File: src/rtl/uws_pkg.sv
// Shared constants, types and ending table for the unknown word signature block.
package uws_pkg;

  localparam logic [2:0] LEN_SAT   = 3'd5;
  localparam logic [1:0] UPPER_SAT = 2'd2;
  localparam int         N_END3    = 17;

  localparam logic [7:0] CH_UP_A  = "A";
  localparam logic [7:0] CH_UP_Z  = "Z";
  localparam logic [7:0] CH_LO_A  = "a";
  localparam logic [7:0] CH_LO_Z  = "z";
  localparam logic [7:0] CH_DIG_0 = "0";
  localparam logic [7:0] CH_DIG_9 = "9";
  localparam logic [7:0] CH_DASH  = "-";
  localparam logic [7:0] CH_CASE  = 8'd32;
  localparam logic [7:0] CH_S     = "s";
  localparam logic [7:0] CH_I     = "i";
  localparam logic [7:0] CH_U     = "u";
  localparam logic [7:0] CH_L     = "l";
  localparam logic [7:0] CH_Y     = "y";
  localparam logic [7:0] CH_E     = "e";
  localparam logic [7:0] CH_D     = "d";
  localparam logic [7:0] CH_N     = "n";
  localparam logic [7:0] CH_G     = "g";

  localparam logic [23:0] ENDINGS3 [N_END3] = '{
    "ing", "ted", "ika", "lly", "est", "ned", "ink", "ded", "nik",
    "rma", "ely", "sly", "gly", "nly", "ify", "ier", "tly"
  };

  localparam logic [2:0] CAP_NONE       = 3'd0;
  localparam logic [2:0] CAP_INIT       = 3'd1;
  localparam logic [2:0] CAP_INIT_KNOWN = 3'd2;
  localparam logic [2:0] CAP_CAPS       = 3'd3;
  localparam logic [2:0] CAP_LOWER      = 3'd4;

  localparam logic [4:0] SUF_NONE     = 5'd0;
  localparam logic [4:0] SUF_PLURAL   = 5'd1;
  localparam logic [4:0] SUF_END_BASE = 5'd2;
  localparam logic [4:0] SUF_LY       = 5'd19;
  localparam logic [4:0] SUF_ED       = 5'd20;
  localparam logic [4:0] SUF_NG       = 5'd21;
  localparam logic [4:0] SUF_D        = 5'd22;
  localparam logic [4:0] SUF_G        = 5'd23;

  typedef struct packed {
    logic [2:0]      len;
    logic [1:0]      upper;
    logic            dash;
    logic            digit;
    logic [2:0][7:0] tail;
  } word_sum_t;

endpackage

File: src/rtl/uws_suffix.sv
// Suffix code from the closing summary of a word.
module uws_suffix (
  input  uws_pkg::word_sum_t sum,
  output logic [4:0]         suffix_code
);
  import uws_pkg::*;

  logic [7:0] a, b, c;
  logic       found;

  assign a = sum.tail[0];
  assign b = sum.tail[1];
  assign c = sum.tail[2];

  always_comb begin
    suffix_code = SUF_NONE;
    found       = 1'b0;
    if (sum.len >= 3'd3 && c == CH_S) begin
      suffix_code = (b == CH_S || b == CH_I || b == CH_U) ? SUF_NONE : SUF_PLURAL;
    end else if (sum.len >= LEN_SAT && !sum.dash && !(sum.digit && sum.upper != 2'd0)) begin
      for (int i = 0; i < N_END3; i++) begin
        if (!found && {a, b, c} == ENDINGS3[i]) begin
          suffix_code = SUF_END_BASE + 5'(i);
          found       = 1'b1;
        end
      end
      if (!found) begin
        if (b == CH_L && c == CH_Y) begin
          suffix_code = SUF_LY;
        end else if (b == CH_E && c == CH_D) begin
          suffix_code = SUF_ED;
        end else if (b == CH_N && c == CH_G) begin
          suffix_code = SUF_NG;
        end else if (c == CH_D) begin
          suffix_code = SUF_D;
        end else if (c == CH_G) begin
          suffix_code = SUF_G;
        end
      end
    end
  end

endmodule

File: src/rtl/unknown_word_signature.sv
// Streams a word one character per beat and returns one signature beat per word.
// One character is taken every cycle while in_stall is low. A character is held
// in an input register and from there folded into the word's running counts; on
// the character flagged last, the signature (capitalization class, digit and dash
// flags, suffix code) is loaded into the output register, so it passes through
// the input register and then the output register. Characters that do not close
// a word keep flowing while a signature waits at the output; a closing character
// waits only while the previous signature is still stalled.
module unknown_word_signature (
  input  logic       clk,
  input  logic       rst_n,
  input  logic       in_valid,
  output logic       in_stall,
  input  logic [7:0] in_ch,
  input  logic       in_last,
  input  logic       in_sentence_start,
  input  logic       in_known_lowercase,
  output logic       out_valid,
  input  logic       out_stall,
  output logic [2:0] out_cap_class,
  output logic       out_has_number,
  output logic       out_has_hyphen,
  output logic [4:0] out_suffix_code
);
  import uws_pkg::*;

  logic       s1_valid_r;
  logic [7:0] s1_ch_r;
  logic       s1_last_r;
  logic       s1_sstart_r;
  logic       s1_known_r;

  logic [2:0]      len_r, len_nxt;
  logic [1:0]      upper_r, upper_nxt;
  logic            first_up_r, first_up_nxt;
  logic            lower_r, lower_nxt;
  logic            digit_r, digit_nxt;
  logic            dash_r, dash_nxt;
  logic [2:0][7:0] tail_r, tail_nxt;

  logic       out_valid_r, out_valid_nxt;
  logic [2:0] cap_r, cap_nxt;
  logic       num_r;
  logic       hyph_r;
  logic [4:0] suf_r, suf_nxt;

  logic       out_free, proc, is_up;
  word_sum_t  sum;

  assign out_free = !out_valid_r || !out_stall;
  assign proc     = s1_valid_r && (!s1_last_r || out_free);
  assign in_stall = s1_valid_r && !proc;

  assign is_up = s1_ch_r >= CH_UP_A && s1_ch_r <= CH_UP_Z;

  always_comb begin
    len_nxt      = (len_r < LEN_SAT) ? len_r + 3'd1 : len_r;
    upper_nxt    = (is_up && upper_r < UPPER_SAT) ? upper_r + 2'd1 : upper_r;
    first_up_nxt = (len_r == 3'd0) ? is_up : first_up_r;
    lower_nxt    = lower_r || (s1_ch_r >= CH_LO_A && s1_ch_r <= CH_LO_Z);
    digit_nxt    = digit_r || (s1_ch_r >= CH_DIG_0 && s1_ch_r <= CH_DIG_9);
    dash_nxt     = dash_r || (s1_ch_r == CH_DASH);
    tail_nxt[0]  = tail_r[1];
    tail_nxt[1]  = tail_r[2];
    tail_nxt[2]  = is_up ? s1_ch_r + CH_CASE : s1_ch_r;
  end

  always_comb begin
    if (first_up_nxt) begin
      if (s1_sstart_r && upper_nxt == 2'd1) begin
        cap_nxt = s1_known_r ? CAP_INIT_KNOWN : CAP_INIT;
      end else begin
        cap_nxt = CAP_CAPS;
      end
    end else begin
      cap_nxt = lower_nxt ? CAP_LOWER : CAP_NONE;
    end
  end

  assign sum = '{len: len_nxt, upper: upper_nxt, dash: dash_nxt, digit: digit_nxt,
                 tail: tail_nxt};

  uws_suffix u_suffix (
    .sum         (sum),
    .suffix_code (suf_nxt)
  );

  assign out_valid_nxt = out_free ? (proc && s1_last_r) : out_valid_r;

  always_ff @(posedge clk) begin
    if (!rst_n) begin
      s1_valid_r  <= 1'b0;
      out_valid_r <= 1'b0;
      len_r       <= '0;
      upper_r     <= '0;
      first_up_r  <= 1'b0;
      lower_r     <= 1'b0;
      digit_r     <= 1'b0;
      dash_r      <= 1'b0;
      tail_r      <= '0;
    end else begin
      out_valid_r <= out_valid_nxt;
      if (!in_stall) begin
        s1_valid_r <= in_valid;
      end
      if (proc) begin
        if (s1_last_r) begin
          len_r      <= '0;
          upper_r    <= '0;
          first_up_r <= 1'b0;
          lower_r    <= 1'b0;
          digit_r    <= 1'b0;
          dash_r     <= 1'b0;
          tail_r     <= '0;
        end else begin
          len_r      <= len_nxt;
          upper_r    <= upper_nxt;
          first_up_r <= first_up_nxt;
          lower_r    <= lower_nxt;
          digit_r    <= digit_nxt;
          dash_r     <= dash_nxt;
          tail_r     <= tail_nxt;
        end
      end
    end
  end

  always_ff @(posedge clk) begin
    if (in_valid && !in_stall) begin
      s1_ch_r     <= in_ch;
      s1_last_r   <= in_last;
      s1_sstart_r <= in_sentence_start;
      s1_known_r  <= in_known_lowercase;
    end
    if (out_free && proc && s1_last_r) begin
      cap_r  <= cap_nxt;
      num_r  <= digit_nxt;
      hyph_r <= dash_nxt;
      suf_r  <= suf_nxt;
    end
  end

  assign out_valid       = out_valid_r;
  assign out_cap_class   = cap_r;
  assign out_has_number  = num_r;
  assign out_has_hyphen  = hyph_r;
  assign out_suffix_code = suf_r;

  a_close_emits: assert property (@(posedge clk) disable iff (!rst_n)
    proc && s1_last_r |=> out_valid)
    else $error("closing character did not produce a signature");

  a_close_clears: assert property (@(posedge clk) disable iff (!rst_n)
    proc && s1_last_r |=> len_r == 3'd0 && upper_r == 2'd0)
    else $error("word state not cleared after closing character");

  a_hyphen_suffix: assert property (@(posedge clk) disable iff (!rst_n)
    out_valid && out_has_hyphen |->
      out_suffix_code == SUF_NONE || out_suffix_code == SUF_PLURAL)
    else $error("ending suffix given for a hyphenated word");

endmodule
File: config.mk
export PLATFORM = sky130hd
export DESIGN_NAME = unknown_word_signature
export DESIGN_NICKNAME = d
export VERILOG_FILES = /design/src/rtl/uws_pkg.sv /design/src/rtl/uws_suffix.sv /design/src/rtl/unknown_word_signature.sv
export SDC_FILE = /design/constraint.sdc
export NUM_CORES = 1
export LEC_CHECK = 0
export BUFFER_PORTS_ARGS = -buffer_cell sky130_fd_sc_hd__buf_2
export CORE_UTILIZATION = 55
export DETAILED_ROUTE_END_ITERATION = 6
export GPL_ROUTABILITY_DRIVEN = 0
export PLACE_DENSITY = 0.75
export SLEW_MARGIN = 20
export SYNTH_ARGS = -nofsm -noshare
export SYNTH_HDL_FRONTEND = slang
export SYNTH_SLANG_ARGS = --single-unit
File: constraint.sdc
create_clock -name clk -period 3.1 [get_ports clk]
set_input_delay 0.155 -clock clk [delete_from_list [all_inputs] [get_ports clk]]
set_output_delay 0.155 -clock clk [all_outputs]
set_load 0.05 [all_outputs]
==> results of run 1 <==
==> routing by layer <==
layer / track usage, % / share of wire (%) / vias to the layer above
met3: 4.101 / 5.1 / 6
met2: 36.61 / 46 / 82
li1: - / - / 1242
met4: 6.379 / 1.0 / 0
met5: 0 / 0 / -
met1: 35.58 / 48 / 1154
==> registers in the layout, indices dropped and copies added, names as in the netlist, 2 cells and up <==
signal / cells
out_cap_class: 3
upper_r: 2
out_suffix_code: 5
len_r: 3
sum: 16
s1_ch_r: 8
==> power by group through the flow <==
stage | clock network, mW | logic, mW | registers (mW)
5_1_grt | 0.497 | 0.133 | 0.713
2_1_floorplan | 0 | 0.0870 | 0.720
3_3_place_gp | 0 | 0.118 | 0.722
3_5_place_dp | 0 | 0.119 | 0.723
4_1_cts | 0.470 | 0.120 | 0.708
6_report | 0.462 | 0.120 | 0.709
==> layout make-up <==
type	count	area, µm²	area share [%]
multi-input cells	244	1633	50.70
flip-flops and latches	48	1171	36.36
repair buffers	31	167.7	5.206
well taps	70	87.58	2.720
clock buffers	6	82.58	2.564
inverters	12	45.04	1.399
clock inverters	2	33.78	1.049
==> worst max-delay path, cell delays in order (launching register included) <==
cell	delay, ps
edfxtp_1	590
or4_4	610
o22ai_2	280
o311ai_4	190
nor3_4	240
a21o_4	130
o211ai_1	90
and3_1	210
==> final timing paths <==
| path | slack [ps] | start | cells past startpoint | to |
|---|---|---|---|---|
| max | 510 | s1_ch_r[0] | 7 | out_suffix_code[4] |
| min | 30 | in_ch[4] | 1 | s1_ch_r[4] |
| max reg2reg | 510 | s1_ch_r[0] | 7 | out_suffix_code[4] |
| min reg2reg | 480 | sum[5] | 2 | sum[5] |
==> layout by cell type, fill, tap and decap left out, drive strengths merged, types with 4 or more instances in the layout <==
cell    Yosys  final
nor3       12     12
nor4bb      4      4
edfxtp     21     21
nand2b      6      6
o21ai       8      8
o211ai      4      4
nand4      11     11
nand3      10     10
clkbuf     14      6
nor4        5      5
nand3b     18     18
and3        5      5
nor2b      12     12
dfxtp      27     27
a21oi      17     17
buf         8     31
inv        12     12
ha          4      4
nor3b       6      6
a21boi     20     20
nand2      29     29
nor2       24     24
==> cell families (layout without fill, tap and decap cells) <==
group	count (synthesis)	after routing	share of synthesized area, %
AO/OA/AOI/OAI	78	78	19.79
buffers and inverters	34	51	5.243
XOR/XNOR	3	3	0.8881
AND/OR/NAND/NOR	159	159	32.81
flip-flops	48	48	39.58
adder cells (fa/ha/maj)	4	4	1.691
==> metrics by stage <==
| stage | cell area [µm²] | utilization (%) | std cells | power (mW) |
|---|---|---|---|---|
| 2_1_floorplan | 2959 | - | 326 | 0.8071 |
| 3_3_place_gp | 3104 | 60.39 | 405 | 0.8400 |
| 3_5_place_dp | 3104 | 60.39 | 405 | 0.8422 |
| 4_1_cts | 3221 | 62.66 | 413 | 1.297 |
| 5_1_grt | 3221 | 62.66 | 413 | 1.343 |
| 6_report | 3221 | 62.66 | 413 | 1.290 |
==> cell usage after synthesis (all sizes together) (2+ instances only) <==
library cell	count	area [µm²]
ha	4	50.05
o22ai	2	18.77
a211oi	3	22.52
nand2	29	108.9
or4	2	18.77
nand2b	6	37.54
nor4	5	46.29
nor3b	6	45.04
a21oi	17	85.08
nor4b	2	17.52
a21boi	20	153.9
nor3	12	76.33
nor4bb	4	40.04
nand4	11	68.82
o211ai	4	30.03
clkbuf	14	52.55
o311ai	2	35.04
dfxtp	27	540.5
and4b	2	21.27
and3	5	36.28
and3b	3	26.28
a21o	2	22.52
nand3	10	50.05
nand3b	18	135.1
nor2b	12	75.07
a211o	3	28.78
inv	12	45.04
o21ai	8	40.04
o21a	3	22.52
buf	8	57.55
a31o	2	17.52
edfxtp	21	630.6
xor2	2	17.52
nor2	24	90.09
o31ai	2	15.01
==> flow_metrics.env, run 1 <==
export IMPL_status="finished clean"
export IMPL_clockRootBuffer="clkbuf_8"
export IMPL_ctsResizeCount=0
export IMPL_vias_per_cell=6.015
export IMPL_cts_num_sinks=48
export IMPL_p_leak_nw=1.138
export IMPL_max_slew_margin_rel_pct=52.15
export IMPL_tightest_slew_ps=716.1
export IMPL_grt_start_max_net_pins=26
export IMPL_grt_pass1_vias=2172
export IMPL_p_int_mw=0.9851
export IMPL_initial_core_util_pct=57.57
export IMPL_ir_drop_mv=0.3349
export IMPL_ys_ff_latch=48
export IMPL_wire_per_inst_um=15.28
export IMPL_start_kind="register"
export IMPL_rsz0062_at_grt="no"
export IMPL_post_route_drc_count=0
export IMPL_maxSlewViolCount=0
export IMPL_cts_setup_buffers=0
export IMPL_hold_slack_ps=28.15
export IMPL_fin_crit_ps=2595
export IMPL_drt_wl_total_um=6310
export IMPL_die_y_um=75.35
export IMPL_syn_inst=326
export IMPL_ios=27
export IMPL_worst_ep_arrival_time_ps=2650
export IMPL_antenna_left=0
export IMPL_cts_tree="built"
export IMPL_cap_violations=0
export IMPL_net_switching_power_mw=0.3053
export IMPL_grt_usage_pct=24.07
export IMPL_p_seq_share_pct=54.9
export IMPL_setup_violations=0
export IMPL_setup_tns_final_ps=0
export IMPL_swShare_pct=23.66
export IMPL_dieArea_um2=5678
export IMPL_clkLatencyLatePin_ps=300
export IMPL_final_nets=361
export IMPL_core_area_um2=5140
export IMPL_drtIter0Drc=179
export IMPL_setup_slack_ps=505.1
export IMPL_hold_buffers=0
export IMPL_grt_pass1_wl_um=10360
export IMPL_synth_distinct_cells=67
export IMPL_n_antenna_cell=0
export IMPL_syn_nets=345
export IMPL_antenna_found_initial=0
export IMPL_yosysSeqAreaShare_pct=39.58
export IMPL_num_vias=2484
export IMPL_row_count=26
export IMPL_fin_skew_ps=8.590
export IMPL_power_density_nw_per_um2=400.7
export IMPL_drtPass1Iterations=4
export IMPL_die_x_um=75.35
export IMPL_cts_made_buffers=5
export IMPL_crit_path_end_kind="register"
export IMPL_avgSynthCellArea_um2=9.077
export IMPL_combPwrFrac_pct=9.3
export IMPL_fmax_mhz=385.4
export IMPL_min_path_type="input pin to register"
export IMPL_hpwl_um=4637
export IMPL_port_buffers=26
export IMPL_synth_area_um2=2959
export IMPL_overflow=0
export IMPL_path_max_fanout=14
export IMPL_h_tree_depth=2
export IMPL_p_clk_share_pct=35.8
export IMPL_syn_to_final_growth_pct=8.837
export IMPL_dp_worst_setup_slack_ps=551.4
export IMPL_cts_buffer_depth=2
export IMPL_cts_clk_slew_worst_paths_ps=90
export IMPL_critPathRequiredTime_ps=3150
export IMPL_yosys_warnings=0
export IMPL_async_flop_share_pct=0
export IMPL_hold_viol_final=0
export IMPL_synth_top_flop_cell="dfxtp_1"
export IMPL_synth_edff_count=21
export IMPL_fillers=481
export IMPL_drive_gt1_share_pct=16.33
export IMPL_critPathKind="register to register"
export IMPL_period_share_pct=83.71
Note: power is estimated with default switching activity, not from simulation.
==> run 2: changes to the inputs <==
ABC_AREA = 1   (was not set)
CORE_UTILIZATION = 54   (was 55)
PLACE_DENSITY = 0.76   (was 0.75)
clock period = 2.1 ns   (was 3.1 ns; I/O delays follow)
==> run 2 against run 1 <==
  * Sequential share of layout area down 9.9 points
  * Clock skew is 5.8 ps higher
  * Total power rose by 55%
  * Setup slack lost 1400 ps
  * Critical path type unchanged
  * The run now ends with negative setup slack left
  * Highest routed layer unchanged
==> flow_metrics.env, run 2 <==
export IMPL_status="complete, but fails checks"
export IMPL_violations="negative setup slack"
export IMPL_cp_top_family="simple AND/OR/NAND/NOR gates"
export IMPL_cp_cell_sequence="buf_6, nor2_4, nand2_2, nor2_4, nor3_2, a21oi_1, nand2_4, nor2_4, nand2_2, inv_2, nand2_2, nor2_1, inv_1, nand3_1, nor2_2, nand3_1, nand3b_1, nand2_1, nand4_1, a21oi_1"
export IMPL_yosys_warnings=0
export IMPL_wire_per_inst_um=16.13
export IMPL_synth_top_area_share_pct=20.77
export IMPL_setup_violations=8
export IMPL_tightest_slew_ps=767.9
export IMPL_ios=27
export IMPL_die_y_um=76.99
export IMPL_port_buffers=26
export IMPL_n_antenna_cell=0
export IMPL_clkLatencyLatePin_ps=320
export IMPL_vias_per_cell=5.676
export IMPL_dp_worst_setup_slack_ps=-552.3
export IMPL_dieArea_um2=5927
export IMPL_overflow=0
export IMPL_slowest_delay_ps=470
export IMPL_start_kind="register"
export IMPL_fin_crit_ps=2956
export IMPL_fillers=307
export IMPL_layout_common_cells="buf_4, nand2_1, inv_1"
export IMPL_setup_slack_ps=-855.8
export IMPL_cts_buffer_depth=2
export IMPL_syn_nets=465
export IMPL_row_count=26
export IMPL_die_x_um=76.99
export IMPL_fin_skew_ps=14.36
export IMPL_critPathKind="register to register"
export IMPL_largest_register_ffs=16
export IMPL_cts_made_buffers=5
export IMPL_endpoint="out_suffix_code[1]"
export IMPL_placed_cell_area_um2=3949
export IMPL_hold_viol_final=0
export IMPL_drive_gt1_share_pct=35.08
export IMPL_syn_to_final_growth_pct=45.65
export IMPL_cap_violations=0
export IMPL_crit_slowest_cell="edfxtp_1"
export IMPL_worst_ep_arrival_time_ps=3120
export IMPL_synth_edff_count=21
export IMPL_final_nets=611
export IMPL_r2r_cells=20
export IMPL_grt_pass1_wl_um=15360
export IMPL_avgSynthCellArea_um2=6.809
export IMPL_num_vias=3763
export IMPL_hold_slack_ps=49.66
export IMPL_synth_area_leaders="edfxtp_1, dfxtp_1, nand2_1, inv_1, nor2_1"
export IMPL_fmax_mhz=338.3
export IMPL_r2r_end="out_suffix_code[1]"
export IMPL_critPathBufInv=3
export IMPL_synth_area_um2=3037
export IMPL_period_share_pct=140.8
export IMPL_synth_top_flop_cell="dfxtp_1"
export IMPL_drt_wl_total_um=10690
export IMPL_dp_cells=628
export IMPL_antenna_found_initial=0
export IMPL_r2r_start="s1_ch_r[3]"
export IMPL_rsz0062_at_grt="yes"
export IMPL_antenna_left=0
export IMPL_cts_num_sinks=48
export IMPL_drtIter0Drc=443
export IMPL_grt_start_max_net_pins=24
export IMPL_maxSlewViolCount=0
export IMPL_cts_clk_slew_worst_paths_ps=100
export IMPL_yosysSeqAreaShare_pct=38.57
export IMPL_clockRootBuffer="clkbuf_8"
export IMPL_path_max_fanout=5
export IMPL_synthTopCellsByCount="nand2_1, inv_1, nor2_1"
export IMPL_crit_start="s1_ch_r[3]"
export IMPL_max_slew_margin_rel_pct=48.75
export IMPL_p_leak_nw=2.032
export IMPL_power_density_nw_per_um2=451.3
export IMPL_synth_most_common_cell="nand2_1"
export IMPL_multi_input_area_um2=1687
export IMPL_initial_core_util_pct=57.62
export IMPL_layout_commonest_cell="buf_4"
export IMPL_rrSetupSlack_ps=-860
export IMPL_yosysTopAreaCell="edfxtp_1"
export IMPL_crit_path_end_kind="register"
export IMPL_core_area_um2=5270
export IMPL_ff_latch_area_um2=1171
export IMPL_syn_inst=446
export IMPL_ir_drop_mv=0.3658
export IMPL_grt_usage_pct=32.57
export IMPL_cts_tree="built"
export IMPL_grt_pass1_vias=3531
export IMPL_cp_depth=20
export IMPL_critPathRequiredTime_ps=2260
export IMPL_async_flop_share_pct=0
export IMPL_h_tree_depth=2
export IMPL_hpwl_um=6322
export IMPL_drtPass1Iterations=5
export IMPL_min_path_type="input pin to register"
export IMPL_ys_ff_latch=48
export IMPL_fin_area_um2=4423
export IMPL_post_route_drc_count=0
export IMPL_fin_cells=663
export IMPL_synth_distinct_cells=35
run 2: per-stage QoR:
step	utilization [%]	total power [mW]	TNS (ps)
floorplan	-	1.202	-1658
global placement	74.93	1.314	-2119
detailed placement	74.93	1.323	-2637
CTS	80.41	1.940	-2735
global route	83.93	2.051	-5212
finish	83.93	1.996	-4051
run 2: layout make-up:
| cell class | count | area share (%) |
|---|---|---|
| inverters | 75 | 6.365 |
| flip-flops and latches | 48 | 26.48 |
| clock inverters | 2 | 0.3112 |
| well taps | 70 | 1.980 |
| multi-input cells | 312 | 38.13 |
| clock buffers | 6 | 1.867 |
| repair buffers | 150 | 24.87 |
run 2: per-layer routing:
layer	vias up	track usage (%)	part of all wire [%]
li1	1748	-	-
met1	1687	38.67	38
met2	256	56.52	48
met3	72	4.643	8.1
met4	0	17.55	6.0
met5	-	0	0
run 2: worst min-delay path by stage:
stage                        start         end  cells past startpoint
final                        rst_n  upper_r[0]                      2
after global placement    in_ch[6]  s1_ch_r[6]                      1
after CTS                 in_valid  s1_valid_r                      3
after floorplan           in_ch[0]  s1_ch_r[0]                      0
after detailed placement   in_last   s1_last_r                      1
after global routing         rst_n  upper_r[0]                      2
run 2: kinds of logic after synthesis:
logic type / after synthesis / synth area share, %
AO/OA/AOI/OAI: 50 / 9.106
flip-flops: 48 / 38.57
adder cells (fa/ha/maj): 4 / 1.648
AND/OR/NAND/NOR: 258 / 39.88
buffers and inverters: 86 / 10.79
run 2: what timing repair did:
item,in CTS,in global routing
endpoints found under the setup margin,8,8
pin swaps,6,8
endpoints found under the hold margin,11,0
buffers inserted,6,10
hold buffers,11,0
gates resized for setup,11,31
run 2: report_power, final:
| part | total [mW] | leakage [nW] | switching, mW | internal (mW) |
|---|---|---|---|---|
| Sequential | 1.03 | 0.417 | 0.0260 | 1.00 |
| Combinational | 0.361 | 1.56 | 0.213 | 0.149 |
| Clock | 0.604 | 0.0516 | 0.334 | 0.270 |
| Total | 2.00 | 2.03 | 0.573 | 1.42 |
